`src/hdl/twao_pkg.sv`:
```
package twao_pkg;

	localparam int DIV_NW = 57;

	localparam logic [1:0] REG_IPC  = 2'd0;
	localparam logic [1:0] REG_LOFF = 2'd1;
	localparam logic [1:0] REG_ROFF = 2'd2;
	localparam logic [1:0] REG_BOFF = 2'd3;

	localparam logic [23:0] IPC_RESET  = 24'd366027;
	localparam logic [15:0] LOFF_RESET = 16'd1280;
	localparam logic [15:0] ROFF_RESET = 16'd1280;
	localparam logic [15:0] BOFF_RESET = 16'd1280;

	localparam logic signed [36:0] PI_Q32      = 37'sd13493037705;
	localparam logic signed [36:0] TWO_PI_Q32  = 37'sd26986075409;
	localparam logic signed [36:0] HALF_PI_Q32 = 37'sd6746518852;
	localparam logic signed [33:0] GAIN_Q30    = 34'sd652032874;

	// Full turn scaled by 128; the largest step of the angle reduction.
	localparam logic signed [43:0] TWO_PI_Q32_X128 = 44'sd3454217652352;

	typedef struct packed {
		logic               busy;
		logic               done;
		logic signed [57:0] quot;
		logic signed [36:0] rem;
	} div_res_t;

	typedef struct packed {
		logic               busy;
		logic               done;
		logic signed [31:0] sin;
		logic signed [31:0] cos;
	} cordic_res_t;

	function automatic logic signed [34:0] atan_q30(input logic [4:0] i);
		logic signed [34:0] v;
		case (i)
			5'd0:  v = 35'sd843314856;
			5'd1:  v = 35'sd497837829;
			5'd2:  v = 35'sd263043836;
			5'd3:  v = 35'sd133525158;
			5'd4:  v = 35'sd67021686;
			5'd5:  v = 35'sd33543515;
			5'd6:  v = 35'sd16775850;
			5'd7:  v = 35'sd8388437;
			5'd8:  v = 35'sd4194282;
			5'd9:  v = 35'sd2097149;
			5'd10: v = 35'sd1048575;
			5'd11: v = 35'sd524287;
			5'd12: v = 35'sd262143;
			5'd13: v = 35'sd131071;
			5'd14: v = 35'sd65535;
			5'd15: v = 35'sd32767;
			5'd16: v = 35'sd16383;
			5'd17: v = 35'sd8191;
			5'd18: v = 35'sd4095;
			5'd19: v = 35'sd2047;
			5'd20: v = 35'sd1023;
			5'd21: v = 35'sd511;
			5'd22: v = 35'sd255;
			5'd23: v = 35'sd127;
			5'd24: v = 35'sd63;
			5'd25: v = 35'sd31;
			5'd26: v = 35'sd15;
			5'd27: v = 35'sd7;
			5'd28: v = 35'sd3;
			5'd29: v = 35'sd1;
			default: v = 35'sd0;
		endcase
		return v;
	endfunction

	function automatic logic signed [31:0] sat32(input logic signed [67:0] v);
		logic signed [31:0] r;
		if (v > 68'sd2147483647) begin
			r = 32'sh7fffffff;
		end else if (v < -68'sd2147483648) begin
			r = 32'sh80000000;
		end else begin
			r = v[31:0];
		end
		return r;
	endfunction

endpackage

```
`src/hdl/twao_div.sv`:
```
module twao_div (
	input  logic                  clk,
	input  logic                  arst_n,
	input  logic                  start,
	input  logic signed [56:0]    dividend,
	input  logic signed [35:0]    divisor,
	output twao_pkg::div_res_t    res
);

	typedef enum logic {D_IDLE, D_RUN} dstate_t;

	dstate_t     state_q;
	logic [56:0] n_q;
	logic [35:0] rem_q;
	logic [35:0] d_q;
	logic [5:0]  cnt_q;
	logic        qneg_q;
	logic        rneg_q;
	logic        done_q;

	logic [36:0] shifted;
	logic [37:0] trial;
	logic signed [57:0] qmag;
	logic signed [36:0] rmag;

	assign shifted = {rem_q, n_q[56]};
	assign trial   = {1'b0, shifted} - {2'b0, d_q};
	assign qmag    = $signed({1'b0, n_q});
	assign rmag    = $signed({1'b0, rem_q});

	assign res.busy = (state_q == D_RUN);
	assign res.done = done_q;
	assign res.quot = qneg_q ? -qmag : qmag;
	assign res.rem  = rneg_q ? -rmag : rmag;

	always_ff @(posedge clk or negedge arst_n) begin
		if (!arst_n) begin
			state_q <= D_IDLE;
			done_q  <= 1'b0;
			cnt_q   <= '0;
		end else begin
			case (state_q)
				D_IDLE: begin
					if (start) begin
						n_q     <= dividend[56] ? 57'(-dividend) : 57'(dividend);
						d_q     <= divisor[35] ? 36'(-divisor) : 36'(divisor);
						rem_q   <= '0;
						qneg_q  <= dividend[56] ^ divisor[35];
						rneg_q  <= dividend[56];
						cnt_q   <= '0;
						done_q  <= 1'b0;
						state_q <= D_RUN;
					end
				end
				D_RUN: begin
					// One restoring step per cycle; quotient bits enter at the bottom.
					if (!trial[37]) begin
						rem_q <= trial[35:0];
					end else begin
						rem_q <= shifted[35:0];
					end
					n_q <= {n_q[55:0], !trial[37]};
					if (cnt_q == 6'(twao_pkg::DIV_NW - 1)) begin
						done_q  <= 1'b1;
						state_q <= D_IDLE;
					end else begin
						cnt_q <= cnt_q + 6'd1;
					end
				end
				default: state_q <= D_IDLE;
			endcase
		end
	end

endmodule

```
`config.mk`:
```
export PLATFORM = sky130hd
export DESIGN_NAME = twao_div
export DESIGN_NICKNAME = d
export VERILOG_FILES = /design/src/hdl/twao_pkg.sv /design/src/hdl/twao_div.sv
export SDC_FILE = /design/constraint.sdc
export NUM_CORES = 1
export LEC_CHECK = 0
export ABC_CLOCK_PERIOD_IN_PS = 9700
export BUFFER_PORTS_ARGS = -buffer_cell sky130_fd_sc_hd__buf_2
export CORE_ASPECT_RATIO = 1.2
export CORE_UTILIZATION = 60
export DETAILED_ROUTE_END_ITERATION = 7
export PLACE_DENSITY_LB_ADDON = 0.08
export SLEW_MARGIN = 40
export SYNTH_ARGS = -nofsm -noshare
export SYNTH_HDL_FRONTEND = slang
export SYNTH_SLANG_ARGS = --single-unit
export TNS_END_PERCENT = 30
```
`constraint.sdc`:
```
create_clock -name clk -period 9.7 [get_ports clk]
set_input_delay 0.97 -clock clk [delete_from_list [all_inputs] [get_ports clk]]
set_output_delay 0.97 -clock clk [all_outputs]
set_load 0.05 [all_outputs]
```
; Word level (Yosys, flattened, before mapping)
; Index checks and enable logic that the tools add are counted.
[classes]
addsub = 6
n_eq_ne = 4
n_mux = 18
n_bitwise = 2
n_reduce_logical = 5
[ops]
columns = cell, n
row1 = 57-bit 2-to-1 mux, 2
row2 = 57-bit case mux with 2 select lines, 1
row3 = 36-bit 2-to-1 mux, 2
row4 = 36-bit case mux with 2 select lines, 1
row5 = 58-bit 2-to-1 mux, 1
row6 = 57-bit negation with 58-bit output, 1
row7 = 57-bit negation, 1
row8 = 37-bit by 36-bit subtractor with 38-bit output, 1
row9 = 37-bit 2-to-1 mux, 1
row10 = 36-bit negation with 37-bit output, 1
row11 = 36-bit negation, 1
row12 = 35-bit 2-to-1 mux, 1
row13 = 6-bit 2-to-1 mux, 2
row14 = 6-bit case mux with 2 select lines, 1
row15 = 6-bit by 1-bit adder with 6-bit output (second input constant), 1
row16 = 6-bit equality test (second input constant), 1
row17 = 2-bit AND reduction, 3
row18 = 1-bit 2-to-1 mux, 4
row19 = 2-bit inequality test (second input constant), 2
row20 = 1-bit case mux with 2 select lines, 2
row21 = 3-bit AND reduction, 1
row22 = 2-bit by 1-bit inequality test with 1-bit output (second input constant), 1
row23 = 1-bit logical NOT, 1
row24 = 1-bit NOT, 1
row25 = 1-bit XOR, 1
[totals]
regBits = 139
inputBits = 96
output_inout_bits = 97
word_cells = 44

; Depth between registers and ports, before layout
[depth]
depth_word = 4
depth_mapped = 13
ltp_nobuf = 11

; Least setup slack after synthesis
; OpenSTA, ideal clock, no wires.
[synth_timing]
path_type = input to register
start = in start
end = reg n_q[0], enable pin
arrival_ns = 5.148
path_slack_ns = 3.996
stages = 2
n_path_buf = 0
cell_sequence = nor2_1 -> nor2b_1
[synth_between]
elab_chain_cells = 2
[synth_rtl]
columns = element, line_no
row1 = from (decl), twao_div.sv:4  ; input logic start,
row2 = 2-bit inequality test (no line), -
row3 = 2-bit AND reduction (no line), -
row4 = to (signal assigned), twao_div.sv:45  ; n_q <= dividend[56] ? 57'(-dividend) : 57'(dividend);
row5 = to (signal assigned), twao_div.sv:62  ; n_q <= {n_q[55:0], !trial[37]};
row6 = to (decl), twao_div.sv:13  ; logic [56:0] n_q;
; Every way passes these cells.
; A chain may end at the register's enable or synchronous reset.

==> results.sh <==
export IMPL_outcome="complete, no violations"
export IMPL_max_slew_margin_pct=48.6
export IMPL_synthToLayoutAreaGrowth_pct=16.1
export IMPL_cts_repair_resized=0
export IMPL_syn_cell_area_um2=11300
export IMPL_rows=54
export IMPL_synthXorXnorAreaFrac_pct=15.4
export IMPL_nNetsFinal=1592
export IMPL_clkTransAtPathRegs_ps=60
export IMPL_place_inst=1686
export IMPL_antenna_found_initial=8
export IMPL_drt_antenna_violating_nets=0
export IMPL_placed_area_um2=12500
export IMPL_first_global_vias=9495
export IMPL_synth_cell_type_count=67
export IMPL_wl_per_cell_um=16.5
export IMPL_synth_ff_type="edfxtp_1"
export IMPL_synth_async_sr_flop_share_pct=5.76
export IMPL_setup_worst_path_end="res[91]"
export IMPL_period_share_pct=50.9
export IMPL_grt_overflow=0
export IMPL_final_cells=1725
export IMPL_io_pins=193
export IMPL_synth_simple_gate_area_share_pct=18.6
export IMPL_start_util_pct=61.8
export IMPL_synth_cells=1285
export IMPL_synth_area_leaders="edfxtp_1, xnor2_1, o21ai_0, nand2_1, xor2_1"
export IMPL_netlist_top_cells_count="nand2_1, o21ai_0, edfxtp_1"
export IMPL_post_cts_buffers=0
export IMPL_wirelength_mm=28.5
export IMPL_yosysMostFrequentCell="nand2_1"
export IMPL_cts_tree="yes"
export IMPL_reg2reg_to="rem_q[25]"
export IMPL_die_h_um=153
export IMPL_r2r_start="rem_q[4]"
export IMPL_skew_ps=8.31
export IMPL_h_tree_depth=4
export IMPL_maxSlewViolCount=0
export IMPL_cts_root_buf="clkbuf_16"
export IMPL_gp_congestion=0.902
export IMPL_cp_required_ps=8730
export IMPL_synth_compound_area_share_pct=20.1
export IMPL_synth_adder_area_share_pct=4.81
export IMPL_ys_seq_area_share_pct=36.4
export IMPL_yosys_warnings=0
export IMPL_port_buffers=192
export IMPL_ys_ff_latch=139
export IMPL_grt_util_all_layers_pct=29.9
export IMPL_clock_latency_ps=420
export IMPL_critPathKind="reg2out"
export IMPL_synth_top_area_share_pct=34.7
export IMPL_max_clock_freq_mhz=202
export IMPL_rsz0062_at_grt="false"
export IMPL_postCtsHoldBufs=0
export IMPL_setup_viol=0
export IMPL_holdCritPathClass="in2async"
export IMPL_power_density_nw_per_um2=281
export IMPL_synth_edf_count=131
export IMPL_worstPathMaxFanout=6
export IMPL_critPathLaunchType="flop"
export IMPL_vias_per_cell=5.92
export IMPL_dr_pass1_iters=5
export IMPL_finalHoldViolCount=0
export IMPL_grt_max_degree=107
export IMPL_max_clock_path_buffers=2
export IMPL_cp_end_kind="output port"
export IMPL_cts_sinks=139
export IMPL_ir_worst_vdd_v=0.000142
export IMPL_p_leak_nw=5.21
export IMPL_yosys_area_top_type="edfxtp_1"
export IMPL_tightest_slew_ps=770
export IMPL_dieArea_um2=19500
export IMPL_tns_ps=0
export IMPL_arrival_ps=3970
export IMPL_dp_hpwl_mm=21.2
export IMPL_synth_mux_area_share_pct=0.838
export IMPL_fin_area_um2=13200
export IMPL_die_w_um=128
export IMPL_num_vias=10200
export IMPL_numCtsBuffers=17
export IMPL_startpoint="n_q[8]"
export IMPL_drc=0
export IMPL_period_minus_slack_ps=4940
export IMPL_synth_top_family_by_area="compound AO/OA/AOI/OAI gates"
export IMPL_holdWs_ps=396
export IMPL_syn_nets=1424
export IMPL_ff2ff_path_depth=10
export IMPL_core_area_um2=18400
export IMPL_synth_area_per_cell_um2=8.83
export IMPL_r2r_slack_ps=5760
export IMPL_maxCapViolCount=0
export IMPL_layout_drive_gt1_share_pct=17.7
export IMPL_dr_first_iter_drc_count=487
export IMPL_grt_pass1_wl_mm=46.2
routing by layer:
metal	GRT usage, %	wire length, um
met1	35.3	11500
met2	52.7	14600
met3	5.69	1540
met4	12.2	798
met5	0	13
worst max-delay path, stage by stage (launching register included):
cell	delay, ps
edfxtp_1	440
or3_1	430
or3_1	400
or2_1	300
or3_1	390
or3_1	400
or3_1	460
o41ai_2	270
xnor2_1	160
buf_2	290
flip-flops by register name, indices dropped and copies added (netlist names):
name / flops
n_q: 57
d_q: 36
rem_q: 36
cnt_q: 6
done_q: 1
qneg_q: 1
rneg_q: 1
state_q: 1
cells in the final DEF, fill, tap and decap left out, types with 42 or more instances in the layout:
| cell | n |
|---|---|
| edfxtp_1 | 131 |
| buf_2 | 191 |
| inv_1 | 60 |
| xnor2_1 | 130 |
| a21oi_1 | 62 |
| nand2_1 | 189 |
| ha_1 | 42 |
| o21ai_0 | 143 |
| o31ai_1 | 47 |
| xor2_1 | 70 |
metrics by stage:
stage / power [W] / setup slack [ps] / utilization [%]
floorplan: 0.00255 / 4000 / -
global placement: 0.00294 / 5260 / 68.0
detailed placement: 0.00297 / 5230 / 68.2
CTS: 0.00369 / 4760 / 71.6
global route: 0.00393 / 4610 / 71.7
finish: 0.00370 / 4760 / 71.7
power breakdown:
part,leakage (nW),switching (W),internal (W),total (W)
Clock,0.303,0.000253,0.000451,0.000704
Sequential,1.34,0.000208,0.000883,0.00109
Combinational,3.57,0.00124,0.000667,0.00190
Total,5.21,0.00170,0.00200,0.00370
how the worst min path moves through the flow:
stage | end | cells after the start | slack (ps)
5_1_grt | done_q | 1 | 390
2_1_floorplan | cnt_q[4] | 2 | 500
6_report | done_q | 1 | 400
3_3_place_gp | cnt_q[4] | 2 | 530
4_1_cts | cnt_q[2] | 1 | 390
3_5_place_dp | cnt_q[4] | 2 | 530
area by class of cell:
type                       count  area (um2)
multi-input combinational   1033        6790
fill                        1481        5200
sequential                   139        4140
timing repair buffer         202        1060
clock buffer                  17         425
tap                          252         315
inverter                      60         225
clock inverter                15         204
antenna                        7        17.5
kinds of logic after synthesis:
kind of cell | count (synthesis)
adder cells (fa/ha/maj) | 43
AO/OA/AOI/OAI | 359
AND/OR/NAND/NOR | 422
multiplexers | 9
buffers and inverters | 113
XOR/XNOR | 200
flip-flops | 139
Power figures use the tool's default switching activity.
