`src/hdl/twao_pkg.sv`:
```
package twao_pkg;

	localparam int DIV_NW = 57;

	localparam logic [1:0] REG_IPC  = 2'd0;
	localparam logic [1:0] REG_LOFF = 2'd1;
	localparam logic [1:0] REG_ROFF = 2'd2;
	localparam logic [1:0] REG_BOFF = 2'd3;

	localparam logic [23:0] IPC_RESET  = 24'd366027;
	localparam logic [15:0] LOFF_RESET = 16'd1280;
	localparam logic [15:0] ROFF_RESET = 16'd1280;
	localparam logic [15:0] BOFF_RESET = 16'd1280;

	localparam logic signed [36:0] PI_Q32      = 37'sd13493037705;
	localparam logic signed [36:0] TWO_PI_Q32  = 37'sd26986075409;
	localparam logic signed [36:0] HALF_PI_Q32 = 37'sd6746518852;
	localparam logic signed [33:0] GAIN_Q30    = 34'sd652032874;

	// Full turn scaled by 128; the largest step of the angle reduction.
	localparam logic signed [43:0] TWO_PI_Q32_X128 = 44'sd3454217652352;

	typedef struct packed {
		logic               busy;
		logic               done;
		logic signed [57:0] quot;
		logic signed [36:0] rem;
	} div_res_t;

	typedef struct packed {
		logic               busy;
		logic               done;
		logic signed [31:0] sin;
		logic signed [31:0] cos;
	} cordic_res_t;

	function automatic logic signed [34:0] atan_q30(input logic [4:0] i);
		logic signed [34:0] v;
		case (i)
			5'd0:  v = 35'sd843314856;
			5'd1:  v = 35'sd497837829;
			5'd2:  v = 35'sd263043836;
			5'd3:  v = 35'sd133525158;
			5'd4:  v = 35'sd67021686;
			5'd5:  v = 35'sd33543515;
			5'd6:  v = 35'sd16775850;
			5'd7:  v = 35'sd8388437;
			5'd8:  v = 35'sd4194282;
			5'd9:  v = 35'sd2097149;
			5'd10: v = 35'sd1048575;
			5'd11: v = 35'sd524287;
			5'd12: v = 35'sd262143;
			5'd13: v = 35'sd131071;
			5'd14: v = 35'sd65535;
			5'd15: v = 35'sd32767;
			5'd16: v = 35'sd16383;
			5'd17: v = 35'sd8191;
			5'd18: v = 35'sd4095;
			5'd19: v = 35'sd2047;
			5'd20: v = 35'sd1023;
			5'd21: v = 35'sd511;
			5'd22: v = 35'sd255;
			5'd23: v = 35'sd127;
			5'd24: v = 35'sd63;
			5'd25: v = 35'sd31;
			5'd26: v = 35'sd15;
			5'd27: v = 35'sd7;
			5'd28: v = 35'sd3;
			5'd29: v = 35'sd1;
			default: v = 35'sd0;
		endcase
		return v;
	endfunction

	function automatic logic signed [31:0] sat32(input logic signed [67:0] v);
		logic signed [31:0] r;
		if (v > 68'sd2147483647) begin
			r = 32'sh7fffffff;
		end else if (v < -68'sd2147483648) begin
			r = 32'sh80000000;
		end else begin
			r = v[31:0];
		end
		return r;
	endfunction

endpackage

```
`src/hdl/twao_cordic.sv`:
```
module twao_cordic #(
	parameter int STEPS = 24
) (
	input  logic                   clk,
	input  logic                   arst_n,
	input  logic                   start,
	input  logic signed [40:0]     angle,
	output twao_pkg::cordic_res_t  res
);

	typedef enum logic [2:0] {
		C_IDLE, C_WRAP, C_MOD, C_HALF, C_FOLD, C_PREP, C_ITER
	} cstate_t;

	cstate_t            state_q;
	logic signed [43:0] r_q;
	logic signed [43:0] m_q;
	logic signed [33:0] x_q;
	logic signed [33:0] y_q;
	logic signed [34:0] z_q;
	logic [4:0]         i_q;
	logic               neg_q;
	logic               done_q;

	logic signed [33:0] dx;
	logic signed [33:0] dy;
	logic signed [34:0] at;
	logic signed [33:0] sn_full;
	logic signed [33:0] cs_full;

	assign dx      = y_q >>> i_q;
	assign dy      = x_q >>> i_q;
	assign at      = twao_pkg::atan_q30(i_q);
	assign sn_full = neg_q ? -y_q : y_q;
	assign cs_full = neg_q ? -x_q : x_q;

	assign res.busy = (state_q != C_IDLE);
	assign res.done = done_q;
	assign res.sin  = sn_full[31:0];
	assign res.cos  = cs_full[31:0];

	always_ff @(posedge clk or negedge arst_n) begin
		if (!arst_n) begin
			state_q <= C_IDLE;
			done_q  <= 1'b0;
			i_q     <= '0;
		end else begin
			case (state_q)
				C_IDLE: begin
					if (start) begin
						r_q     <= 44'(angle);
						neg_q   <= 1'b0;
						done_q  <= 1'b0;
						state_q <= C_WRAP;
					end
				end
				C_WRAP: begin
					// Lift negative angles by a multiple of a full turn so the
					// reduction below only has to subtract.
					if (r_q < 0) begin
						r_q <= r_q + twao_pkg::TWO_PI_Q32_X128;
					end
					m_q     <= twao_pkg::TWO_PI_Q32_X128;
					i_q     <= '0;
					state_q <= C_MOD;
				end
				C_MOD: begin
					// Compare and subtract 2*pi*2^k for k from 7 down to 0.
					if (r_q >= m_q) begin
						r_q <= r_q - m_q;
					end
					m_q <= m_q >>> 1;
					if (i_q == 5'd7) begin
						state_q <= C_HALF;
					end else begin
						i_q <= i_q + 5'd1;
					end
				end
				C_HALF: begin
					if (r_q > twao_pkg::PI_Q32) begin
						r_q <= r_q - twao_pkg::TWO_PI_Q32;
					end
					state_q <= C_FOLD;
				end
				C_FOLD: begin
					// Angles beyond a quarter turn are moved by a half turn and the result negated.
					if (r_q > twao_pkg::HALF_PI_Q32) begin
						r_q   <= r_q - twao_pkg::PI_Q32;
						neg_q <= 1'b1;
					end else if (r_q < -twao_pkg::HALF_PI_Q32) begin
						r_q   <= r_q + twao_pkg::PI_Q32;
						neg_q <= 1'b1;
					end
					state_q <= C_PREP;
				end
				C_PREP: begin
					z_q     <= 35'(r_q >>> 2);
					x_q     <= twao_pkg::GAIN_Q30;
					y_q     <= '0;
					i_q     <= '0;
					state_q <= C_ITER;
				end
				C_ITER: begin
					if (!z_q[34]) begin
						x_q <= x_q - dx;
						y_q <= y_q + dy;
						z_q <= z_q - at;
					end else begin
						x_q <= x_q + dx;
						y_q <= y_q - dy;
						z_q <= z_q + at;
					end
					if (i_q == 5'(STEPS - 1)) begin
						done_q  <= 1'b1;
						state_q <= C_IDLE;
					end else begin
						i_q <= i_q + 5'd1;
					end
				end
				default: state_q <= C_IDLE;
			endcase
		end
	end

endmodule

```
`config.mk`:
```
export PLATFORM = sky130hd
export DESIGN_NAME = twao_cordic
export DESIGN_NICKNAME = d
export VERILOG_FILES = /design/src/hdl/twao_pkg.sv /design/src/hdl/twao_cordic.sv
export SDC_FILE = /design/constraint.sdc
export NUM_CORES = 1
export LEC_CHECK = 0
export ABC_AREA = 0
export BUFFER_PORTS_ARGS = -buffer_cell sky130_fd_sc_hd__buf_2
export CELL_PAD_IN_SITES_DETAIL_PLACEMENT = 0
export CELL_PAD_IN_SITES_GLOBAL_PLACEMENT = 1
export CORE_MARGIN = 4
export CORE_UTILIZATION = 44
export DETAILED_ROUTE_END_ITERATION = 6
export PLACE_DENSITY = 0.84
export SLEW_MARGIN = 0
export SYNTH_ARGS = -nofsm -noshare
export SYNTH_HDL_FRONTEND = slang
export SYNTH_SLANG_ARGS = --single-unit
```
`constraint.sdc`:
```
create_clock -name clk -period 6.3 [get_ports clk]
set_clock_uncertainty 0.2 [all_clocks]
set_input_delay 0.945 -clock clk [delete_from_list [all_inputs] [get_ports clk]]
set_output_delay 0.945 -clock clk [all_outputs]
set_load 0.01 [all_outputs]
```
=== After elaboration in Yosys (flattened, before gate mapping) ===
Memories as Yosys holds them, arrays and structs flattened.
Cells that the tools add are included.

* Flip-flop bits (word level): 201
* Bits in latches: 0
* Memory bits (writable): 0
* Memory bits (read-only): 960
* Memories kept: 1

* $add $sub $neg: 14
* Multipliers: 0
* Divide/modulo/power cells: 0
* $lt $le $gt $ge: 5
* Eq/ne operators: 17
* Shift operators: 2
* Multiplexer cells: 29
* Bitwise gates (word level): 1
* Reductions and logical operators: 17

{| class="wikitable"
|+ Memories
! name !! depth !! bits a word !! rd ports !! clocked after memory_dff !! wr ports !! line !! source
|-
| (no name shown) || 32 || 30 || 1 || 0 || 0 || twao_pkg.sv:39 || <nowiki>case (i)</nowiki>
|}

{| class="wikitable"
|+ Operators by type and width
! cell !! count
|-
| two-way mux 44 bit || 6
|-
| case mux 44 bit (5 select lines) || 1
|-
| case mux 34 bit (2 select lines) || 2
|-
| case mux 44 bit (2 select lines) || 1
|-
| case mux 35 bit (2 select lines) || 1
|-
| adder 34 bit || 2
|-
| two-way mux 34 bit || 2
|-
| >>> shifter 34 x 5 -> 34 bit || 2
|-
| subtractor 34 bit || 2
|-
| two-way mux 32 bit || 2
|-
| negation 32 bit || 2
|-
| adder 44 x 35 -> 44 bit (second input constant) || 1
|-
| adder 44 x 43 -> 44 bit (second input constant) || 1
|-
| >= comparator 44 bit || 1
|-
| > comparator 44 x 34 -> 1 bit (second input constant) || 1
|-
| > comparator 44 x 35 -> 1 bit (second input constant) || 1
|-
| less-than comparator 44 x 1 -> 1 bit (second input constant) || 1
|-
| less-than comparator 44 x 34 -> 1 bit (second input constant) || 1
|-
| subtractor 44 x 35 -> 44 bit (second input constant) || 1
|-
| subtractor 44 x 36 -> 44 bit (second input constant) || 1
|-
| subtractor 44 bit || 1
|-
| adder 35 bit || 1
|-
| two-way mux 35 bit || 1
|-
| subtractor 35 bit || 1
|-
| 24 further kinds || 49
|}

=== Logic depth before layout (Yosys ltp) ===
Gate-level depths: netlist (run 1).

* Depth in word-level cells: 4
* Depth in mapped cells: 30

=== Least setup slack after synthesis (run 1) ===
OpenSTA, ideal clock, no wires.

* Path type: reg-to-reg
* Start: register i_q[0]
* End: register x_q[28] (data pin)
* Data arrival time: 5.788 ns
* Data required time: 5.834 ns
* Setup slack: 0.046 ns
* Cell stages (with the launch flop): 30
* Buffers on the path: 7
* Clock period less this slack: 6.254 ns
* Path through: dfrtp_1 buf_6 buf_6 buf_6 buf_6 buf_6 buf_6 clkbuf_1 mux4_2 mux2i_1 o22ai_1 a31oi_1 ha_1 inv_1 nor4_2 and3_1 nor2_1 xnor2_1 ha_1 and3_1 and3_1 a22oi_1 o211a_1 nor2_1 a221oi_1 a21oi_1 and4_1 a2111oi_0 xor2_1 nor2_1

* Longest elaborated chain between the ends: 4
* Elaborated cells between the ends (all ways): 5

{| class="wikitable"
|+ Ends and longest elaborated chain
! what !! line !! source
|-
| from (decl) || twao_cordic.sv:21 || <nowiki>logic [4:0] i_q;</nowiki>
|-
| from (signal assigned) || twao_cordic.sv:76 || <nowiki>i_q <= i_q + 5'd1;</nowiki>
|-
| from (signal assigned) || twao_cordic.sv:117 || <nowiki>i_q <= i_q + 5'd1;</nowiki>
|-
| >>> shifter 34 x 5 -> 34 bit * || twao_cordic.sv:31 || <nowiki>assign dx = y_q >>> i_q;</nowiki>
|-
| subtractor 34 bit or adder 34 bit (tied branches) || twao_cordic.sv:105, twao_cordic.sv:109 ||
|-
| two-way mux 34 bit * || twao_cordic.sv:104 || <nowiki>if (!z_q[34]) begin</nowiki>
|-
| case mux 34 bit (2 select lines) * || twao_cordic.sv:48 || <nowiki>case (state_q)</nowiki>
|-
| to (signal assigned) || twao_cordic.sv:98 || <nowiki>x_q <= twao_pkg::GAIN_Q30;</nowiki>
|-
| to (signal assigned) || twao_cordic.sv:105 || <nowiki>x_q <= x_q - dx;</nowiki>
|-
| to (signal assigned) || twao_cordic.sv:109 || <nowiki>x_q <= x_q + dx;</nowiki>
|-
| to (decl) || twao_cordic.sv:18 || <nowiki>logic signed [33:0] x_q;</nowiki>
|}

Every way passes the cells marked *; elsewhere a longest branch is shown, timed or not.
A chain may end at the register's enable or synchronous reset.

=== Worst setup path after layout (run 1) ===
* Start: register i_q[0]
* End: register x_q[29] (data pin)

The elaborated chain is that of the path after synthesis.

==> flow_summary.yaml, run 1 <==
hold_path:
  hold_class: "primary input to asynchronous set/reset pin"
drt:
  wl_per_cell_um: 22.3
  ant_nets: 0
  wl_met3_um: 6400
  via_count: 27400
  drtPass1Iterations: 7
  drt_iter0_markers: 2887
  top_layer: "met4"
  routed_wl_um: 97100
  route.met2.wl_um: 45800
  wl_met1_um: 40200
  drc: 0
  viasPerCell: 6.30
floorplan:
  die_area_mm2: 0.0674
  start_util_pct: 44.8
  io_pins: 110
  coreArea_mm2: 0.0622
  die_h_um: 260
  num_rows: 91
  fp.dieW_um: 260
timing:
  finalSetupViolCount: 0
  finalHoldViolCount: 0
  rsz0062_at_grt: "true"
  tightest_slew_ns: 1.03
  fin_crit_ns: 6.07
  timing.hold.ws_ns: 0.137
  finalMaxSlewViolations: 0
  timing.final.crit_share_pct: 96.3
  max_freq_mhz: 165
  relSlewSlack_pct: 30.9
global_route:
  antenna_found_initial: 0
  grt_use_total_pct: 28.0
  grt_pass1_wl_um: 150000
  overflow: 0
  grt_max_degree: 71
  grt_pass1_vias: 26000
synth:
  synth_top_cell_by_area: "edfxtp_1"
  syn_area_per_cell_um2: 8.08
  syn_area_mm2: 0.0279
  synth_nets: 3664
  async_flop_share_pct: 4.52
  ys_types: 99
  synth-edff-count: 190
  yosysSeqAreaShare_pct: 21.3
  synth_commonest_cells: "321 x nand2_1, 314 x nor2_1, 279 x a21oi_1"
  yosys_most_used_dff: "edfxtp_1"
  synth_top_area_share_pct: 20.5
  postSynthCellCount: 3448
  synth_seq_cells: 199
  ys_warn_count: 0
  synth_area_leaders: "edfxtp_1 20%, ha_1 7.5%, mux4_2 6.4%"
  yosysMostFrequentCell: "nand2_1"
place:
  hpwl_um: 73800
  port_buffers: 109
  gp_congestion: 0.935
  place_area_mm2: 0.0298
setup_path:
  end_kind: "flop"
  worstReg2RegEnd: "x_q[29]"
  ff2ff_setup_slack_ns: 0.23
  cp_data_arrival_time_ns: 6.12
  worst_r2r_path_depth: 21
  startpoint_type: "flop"
  cp_max_fo: 20
  worstSetupPathType: "flop to flop"
  required_ns: 6.36
  reg2reg_from: "i_q[0]"
cts:
  cts_tree: "built"
  cts.sinks: 199
  cts_root_buf: "clkbuf_16"
  htree_levels: 4
  worst_setup_hold_path_clk_slew_ns: 0.09
  cts_made_buffers: 17
  clk_latency_ns: 0.52
  clk_path_buf_depth: 2
run_status:
  outcome: "completed"
power_and_ir_drop:
  powerDensity_mw_per_mm2: 653
  p_leak_nw: 12.1
  ir_drop_v: 0.000421
  power_mw: 20.1
cells_and_area:
  post-route-util_pct: 49.5
  layout-drive-gt1-share_pct: 15.4
  finalNetCount: 3721
  final_cell_area_mm2: 0.0307
  syn2layout_area_growth_pct: 10.3
  diodes: 0
run:
  maxCapViolations: 0
[metrics by stage]
step | worst slack [ns] | cells | setup TNS (ns)
global route | -0.0621 | 4355 | -0.222
global placement | 0.000668 | 4314 | 0
detailed placement | -0.0252 | 4314 | -0.0666
floorplan | 0.0458 | 3448 | 0
CTS | 0.0281 | 4347 | 0
finish | 0.231 | 4355 | 0
[layout make-up]
class	instances	area, um^2
inverters	127	477
flip-flops and latches	199	5940
repair buffers	293	2080
clock inverters	15	226
multi-input cells	2867	20500
fillers	6183	31400
well taps	837	1050
clock buffers	17	425
[registers in the layout (all words and copies together), names as in the netlist]
| name | count |
|---|---|
| done_q | 1 |
| state_q | 3 |
| i_q | 5 |
| m_q | 42 |
| r_q | 44 |
| z_q | 35 |
| neg_q | 1 |
| x_q | 34 |
| y_q | 34 |
[repair_timing]
item,4_1_cts,5_1_grt
gates resized for setup,2,41
pin swaps,0,9
buffers inserted,0,7
gates cloned,1,1
endpoints found under the setup margin,4,23
hold buffers,0,0
[cell families after synthesis]
group / share of synthesized area, %
compound gates: 26.1
simple gates: 18.5
buf+inv: 5.82
xor+xnor: 9.52
flops: 21.3
mux: 10.9
fa+ha+maj: 7.83
[worst max path at each step]
stage / from / end / slack, ns
floorplan: i_q[0] / x_q[28] / 0.05
detailed placement: i_q[0] / y_q[28] / -0.03
global placement: i_q[0] / x_q[28] / 0.0007
CTS: i_q[0] / x_q[28] / 0.03
global route: i_q[0] / y_q[32] / -0.06
finish: i_q[0] / x_q[29] / 0.23
[report_power, final]
group / switching [mW] / internal (mW) / leakage (nW)
clock network: 0.625 / 0.648 / 0.318
registers: 0.717 / 2.03 / 1.81
logic: 9.38 / 6.68 / 9.94
total: 10.7 / 9.36 / 12.1
[cells in the final DEF, fill, tap and decap left out, types with 21 or more instances in the layout]
cell | synthesis | final
buf_4 | 8 | 173
o211ai_1 | 26 | 26
mux2i_1 | 71 | 69
a221oi_1 | 26 | 25
nand2b_1 | 42 | 42
nor2_1 | 314 | 314
a211oi_1 | 28 | 28
nand2_1 | 321 | 320
o221ai_1 | 24 | 24
and2_1 | 35 | 35
mux4_2 | 79 | 79
xnor2_1 | 203 | 203
or3_1 | 32 | 32
and3_1 | 38 | 36
ha_1 | 168 | 165
o21bai_1 | 23 | 23
buf_2 | 34 | 109
a22oi_1 | 22 | 22
a31oi_1 | 43 | 41
mux2_2 | 43 | 43
xor2_1 | 100 | 99
o21ai_0 | 256 | 253
nand4_1 | 30 | 30
a21o_1 | 93 | 93
nor3_1 | 62 | 60
o22ai_1 | 26 | 26
o31ai_1 | 40 | 40
edfxtp_1 | 190 | 190
inv_1 | 123 | 121
o21a_1 | 29 | 29
nor2b_1 | 34 | 30
nand3_1 | 80 | 78
or2_2 | 21 | 21
a21oi_1 | 279 | 276
[routing by layer]
layer | track usage [%] | up-vias
met5 | 0 | -
met2 | 47.0 | 1168
li1 | - | 13000
met3 | 3.83 | 242
met1 | 36.0 | 13000
met4 | 12.4 | 0
[critical path, cell delays in order (launching register included)]
cell	delay, ns
dfrtp_4	0.53
buf_6	0.26
mux2_2	0.39
mux4_2	0.49
mux2i_1	0.25
mux2_2	0.26
nand3_2	0.15
o41ai_4	0.46
buf_4	0.18
xnor2_1	0.13
ha_2	0.35
o21a_1	0.21
a2111o_1	0.45
o21a_1	0.21
o41ai_2	0.28
buf_4	0.17
a21oi_1	0.09
a21o_1	0.21
a21o_1	0.18
a21oi_1	0.16
xor2_1	0.15
nand2_1	0.06
Power figures use the tool's default switching activity.
==> run 2: changes to the inputs <==
CORE_UTILIZATION = 45   (was 44)
CTS_BUF_LIST = sky130_fd_sc_hd__clkbuf_2 sky130_fd_sc_hd__clkbuf_4 sky130_fd_sc_hd__clkbuf_8   (was not set)
PLACE_DENSITY = 0.85   (was 0.84)
==> flow_summary.yaml, run 2 (synthesis results as in run 1) <==
run_status:
  outcome: "finished, violations left"
  violations: "DRC"
global_route:
  grt_max_degree: 79
  grt_pass1_vias: 25800
  overflow: 0
  antenna_found_initial: 1
  grt_use_total_pct: 28.3
  grt_pass1_wl_um: 150000
cts:
  worst_setup_hold_path_clk_slew_ns: 0.12
  clk_path_buf_depth: 2
  cts_made_buffers: 17
  htree_levels: 4
  cts.sinks: 199
  cts_tree: "built"
  cts_root_buf: "clkbuf_8"
  clk_latency_ns: 0.62
cells_and_area:
  layout-drive-gt1-share_pct: 16.1
  fillers: 5980
  layout_commonest_cell: "nand2_1"
  multi_input_area_mm2: 0.0206
  largest_register_ffs: 44
  regArea_mm2: 0.00594
  syn2layout_area_growth_pct: 10.1
  largest-register: "r_q"
  biggestRegsByFlops: "r_q (44), m_q (42), z_q (35)"
  final_cell_mix: "320 x nand2_1, 312 x nor2_1, 272 x a21oi_1"
  finalNetCount: 3746
drt:
  viasPerCell: 6.41
  drc: 10
  drt_iter0_markers: 2729
  wl_per_cell_um: 22.7
  via_count: 27700
  drtPass1Iterations: 7
  ant_nets: 0
  routed_wl_um: 98200
power_and_ir_drop:
  ir_drop_v: 0.000318
  p_leak_nw: 12.1
  power_mw: 19.9
  powerDensity_mw_per_mm2: 650
place:
  port_buffers: 109
  dp_slack_ns: -0.0702
  hpwl_um: 74200
  gp_congestion: 0.978
floorplan:
  num_rows: 90
  io_pins: 110
  fp.dieW_um: 257
  die_h_um: 257
  start_util_pct: 45.8
  coreArea_mm2: 0.0608
  die_area_mm2: 0.0660
setup_path:
  cp_data_arrival_time_ns: 6.23
  required_ns: 6.43
  startpoint_type: "flop"
  ff2ff_setup_slack_ns: 0.20
  worstReg2RegEnd: "x_q[28]"
  worst_r2r_path_depth: 23
  end_kind: "flop"
  reg2reg_from: "i_q[0]"
  cp_max_fo: 13
  worstSetupPathType: "flop to flop"
timing:
  tightest_slew_ns: 1.05
  finalSetupViolCount: 0
  max_freq_mhz: 164
  setup_tns_ns: 0
  worst_slack_ns: 0.197
  finalMaxSlewViolations: 0
  fin_crit_ns: 6.10
  rsz0062_at_grt: "true"
  relSlewSlack_pct: 29.8
  finalHoldViolCount: 0
  timing.final.crit_share_pct: 96.9
hold_path:
  min_from: "done_q"
  hold_path_depth: 1
  hold_class: "flop to flop"
  hold_end: "done_q"
run:
  maxCapViolations: 0
## run 2: cell count changes in the layout (fill, tap and decap cells not counted), moves of 3 or more
cell | previous run | this run
clkbuf_16 | 18 | 3
buf_4 | 173 | 194
clkinvlp_4 | 0 | 3
a21oi_1 | 276 | 272
bufinv_16 | 3 | 0
clkbuf_8 | 0 | 17
inv_6 | 4 | 1
a21oi_2 | 3 | 7
## run 2: metal layers
layer / vias up / track usage, % / part of all wire (%)
met2: 1222 / 47.5 / 47
met5: - / 0 / 0
met3: 288 / 4.32 / 6.9
met4: 0 / 13.4 / 5.0
li1: 13100 / - / -
met1: 13200 / 35.9 / 41
## run 2: layout make-up
cell class / count / share of cell area [%]
multi-input cells: 2867 / 67.0
flip-flops and latches: 199 / 19.4
repair buffers: 318 / 7.52
well taps: 782 / 3.19
inverters: 127 / 1.55
clock buffers: 17 / 0.763
clock inverters: 15 / 0.575
diodes: 2 / 0.0163
## run 2: metrics by stage
step / std cells / hold WS [ns] / cell area, um^2 / utilization [%]
after floorplan: 3448 / 0.261 / 27900 / -
after global placement: 4280 / 0.266 / 29900 / 49.1
after detailed placement: 4280 / 0.277 / 29900 / 49.1
after CTS: 4314 / 0.299 / 30300 / 49.9
after global routing: 4325 / 0.320 / 30700 / 50.4
final: 4327 / 0.295 / 30700 / 50.4
## run 2: worst max path at each step
| stage | startpoint | endpoint | depth (start not counted) |
|---|---|---|---|
| final | i_q[0] | x_q[28] | 23 |
| after global routing | i_q[0] | x_q[28] | 23 |
| after CTS | i_q[0] | x_q[28] | 21 |
| after detailed placement | i_q[0] | y_q[28] | 21 |
| after global placement | i_q[0] | y_q[28] | 19 |
| after floorplan | i_q[0] | x_q[28] | 29 |
## run 2: report_power, final
group / total [mW] / switching (mW) / internal, mW
registers: 2.73 / 0.710 / 2.02
logic: 16.3 / 9.50 / 6.80
clock network: 0.909 / 0.606 / 0.303
total: 19.9 / 10.8 / 9.13
## run 2: repair_timing
item                                    4_1_cts  5_1_grt
setup buffers                                 0        8
pin swaps                                     0       13
resized for setup                             3       41
endpoints found under the hold margin         2        0
gates cloned                                  1        3
hold buffers                                  1        0
endpoints found under the setup margin        3       24
## run 2: critical path, cell delays in order, from the launching register on
cell and delay [ns]:
dfrtp_4 0.43, clkbuf_4 0.22, buf_12 0.18, mux4_2 0.58
mux4_2 0.48, nand2_1 0.08, o31a_1 0.27, nand3_4 0.14
o41ai_4 0.46, o21ai_2 0.15, nor2_1 0.15, xnor2_1 0.14
ha_1 0.28, and3_1 0.17, and3_1 0.17, a22oi_1 0.19
o211a_1 0.20, nor2_1 0.08, a221oi_2 0.31, a21oi_2 0.11
and4_1 0.24, a2111oi_4 0.35, xor2_1 0.18, nor2_1 0.06
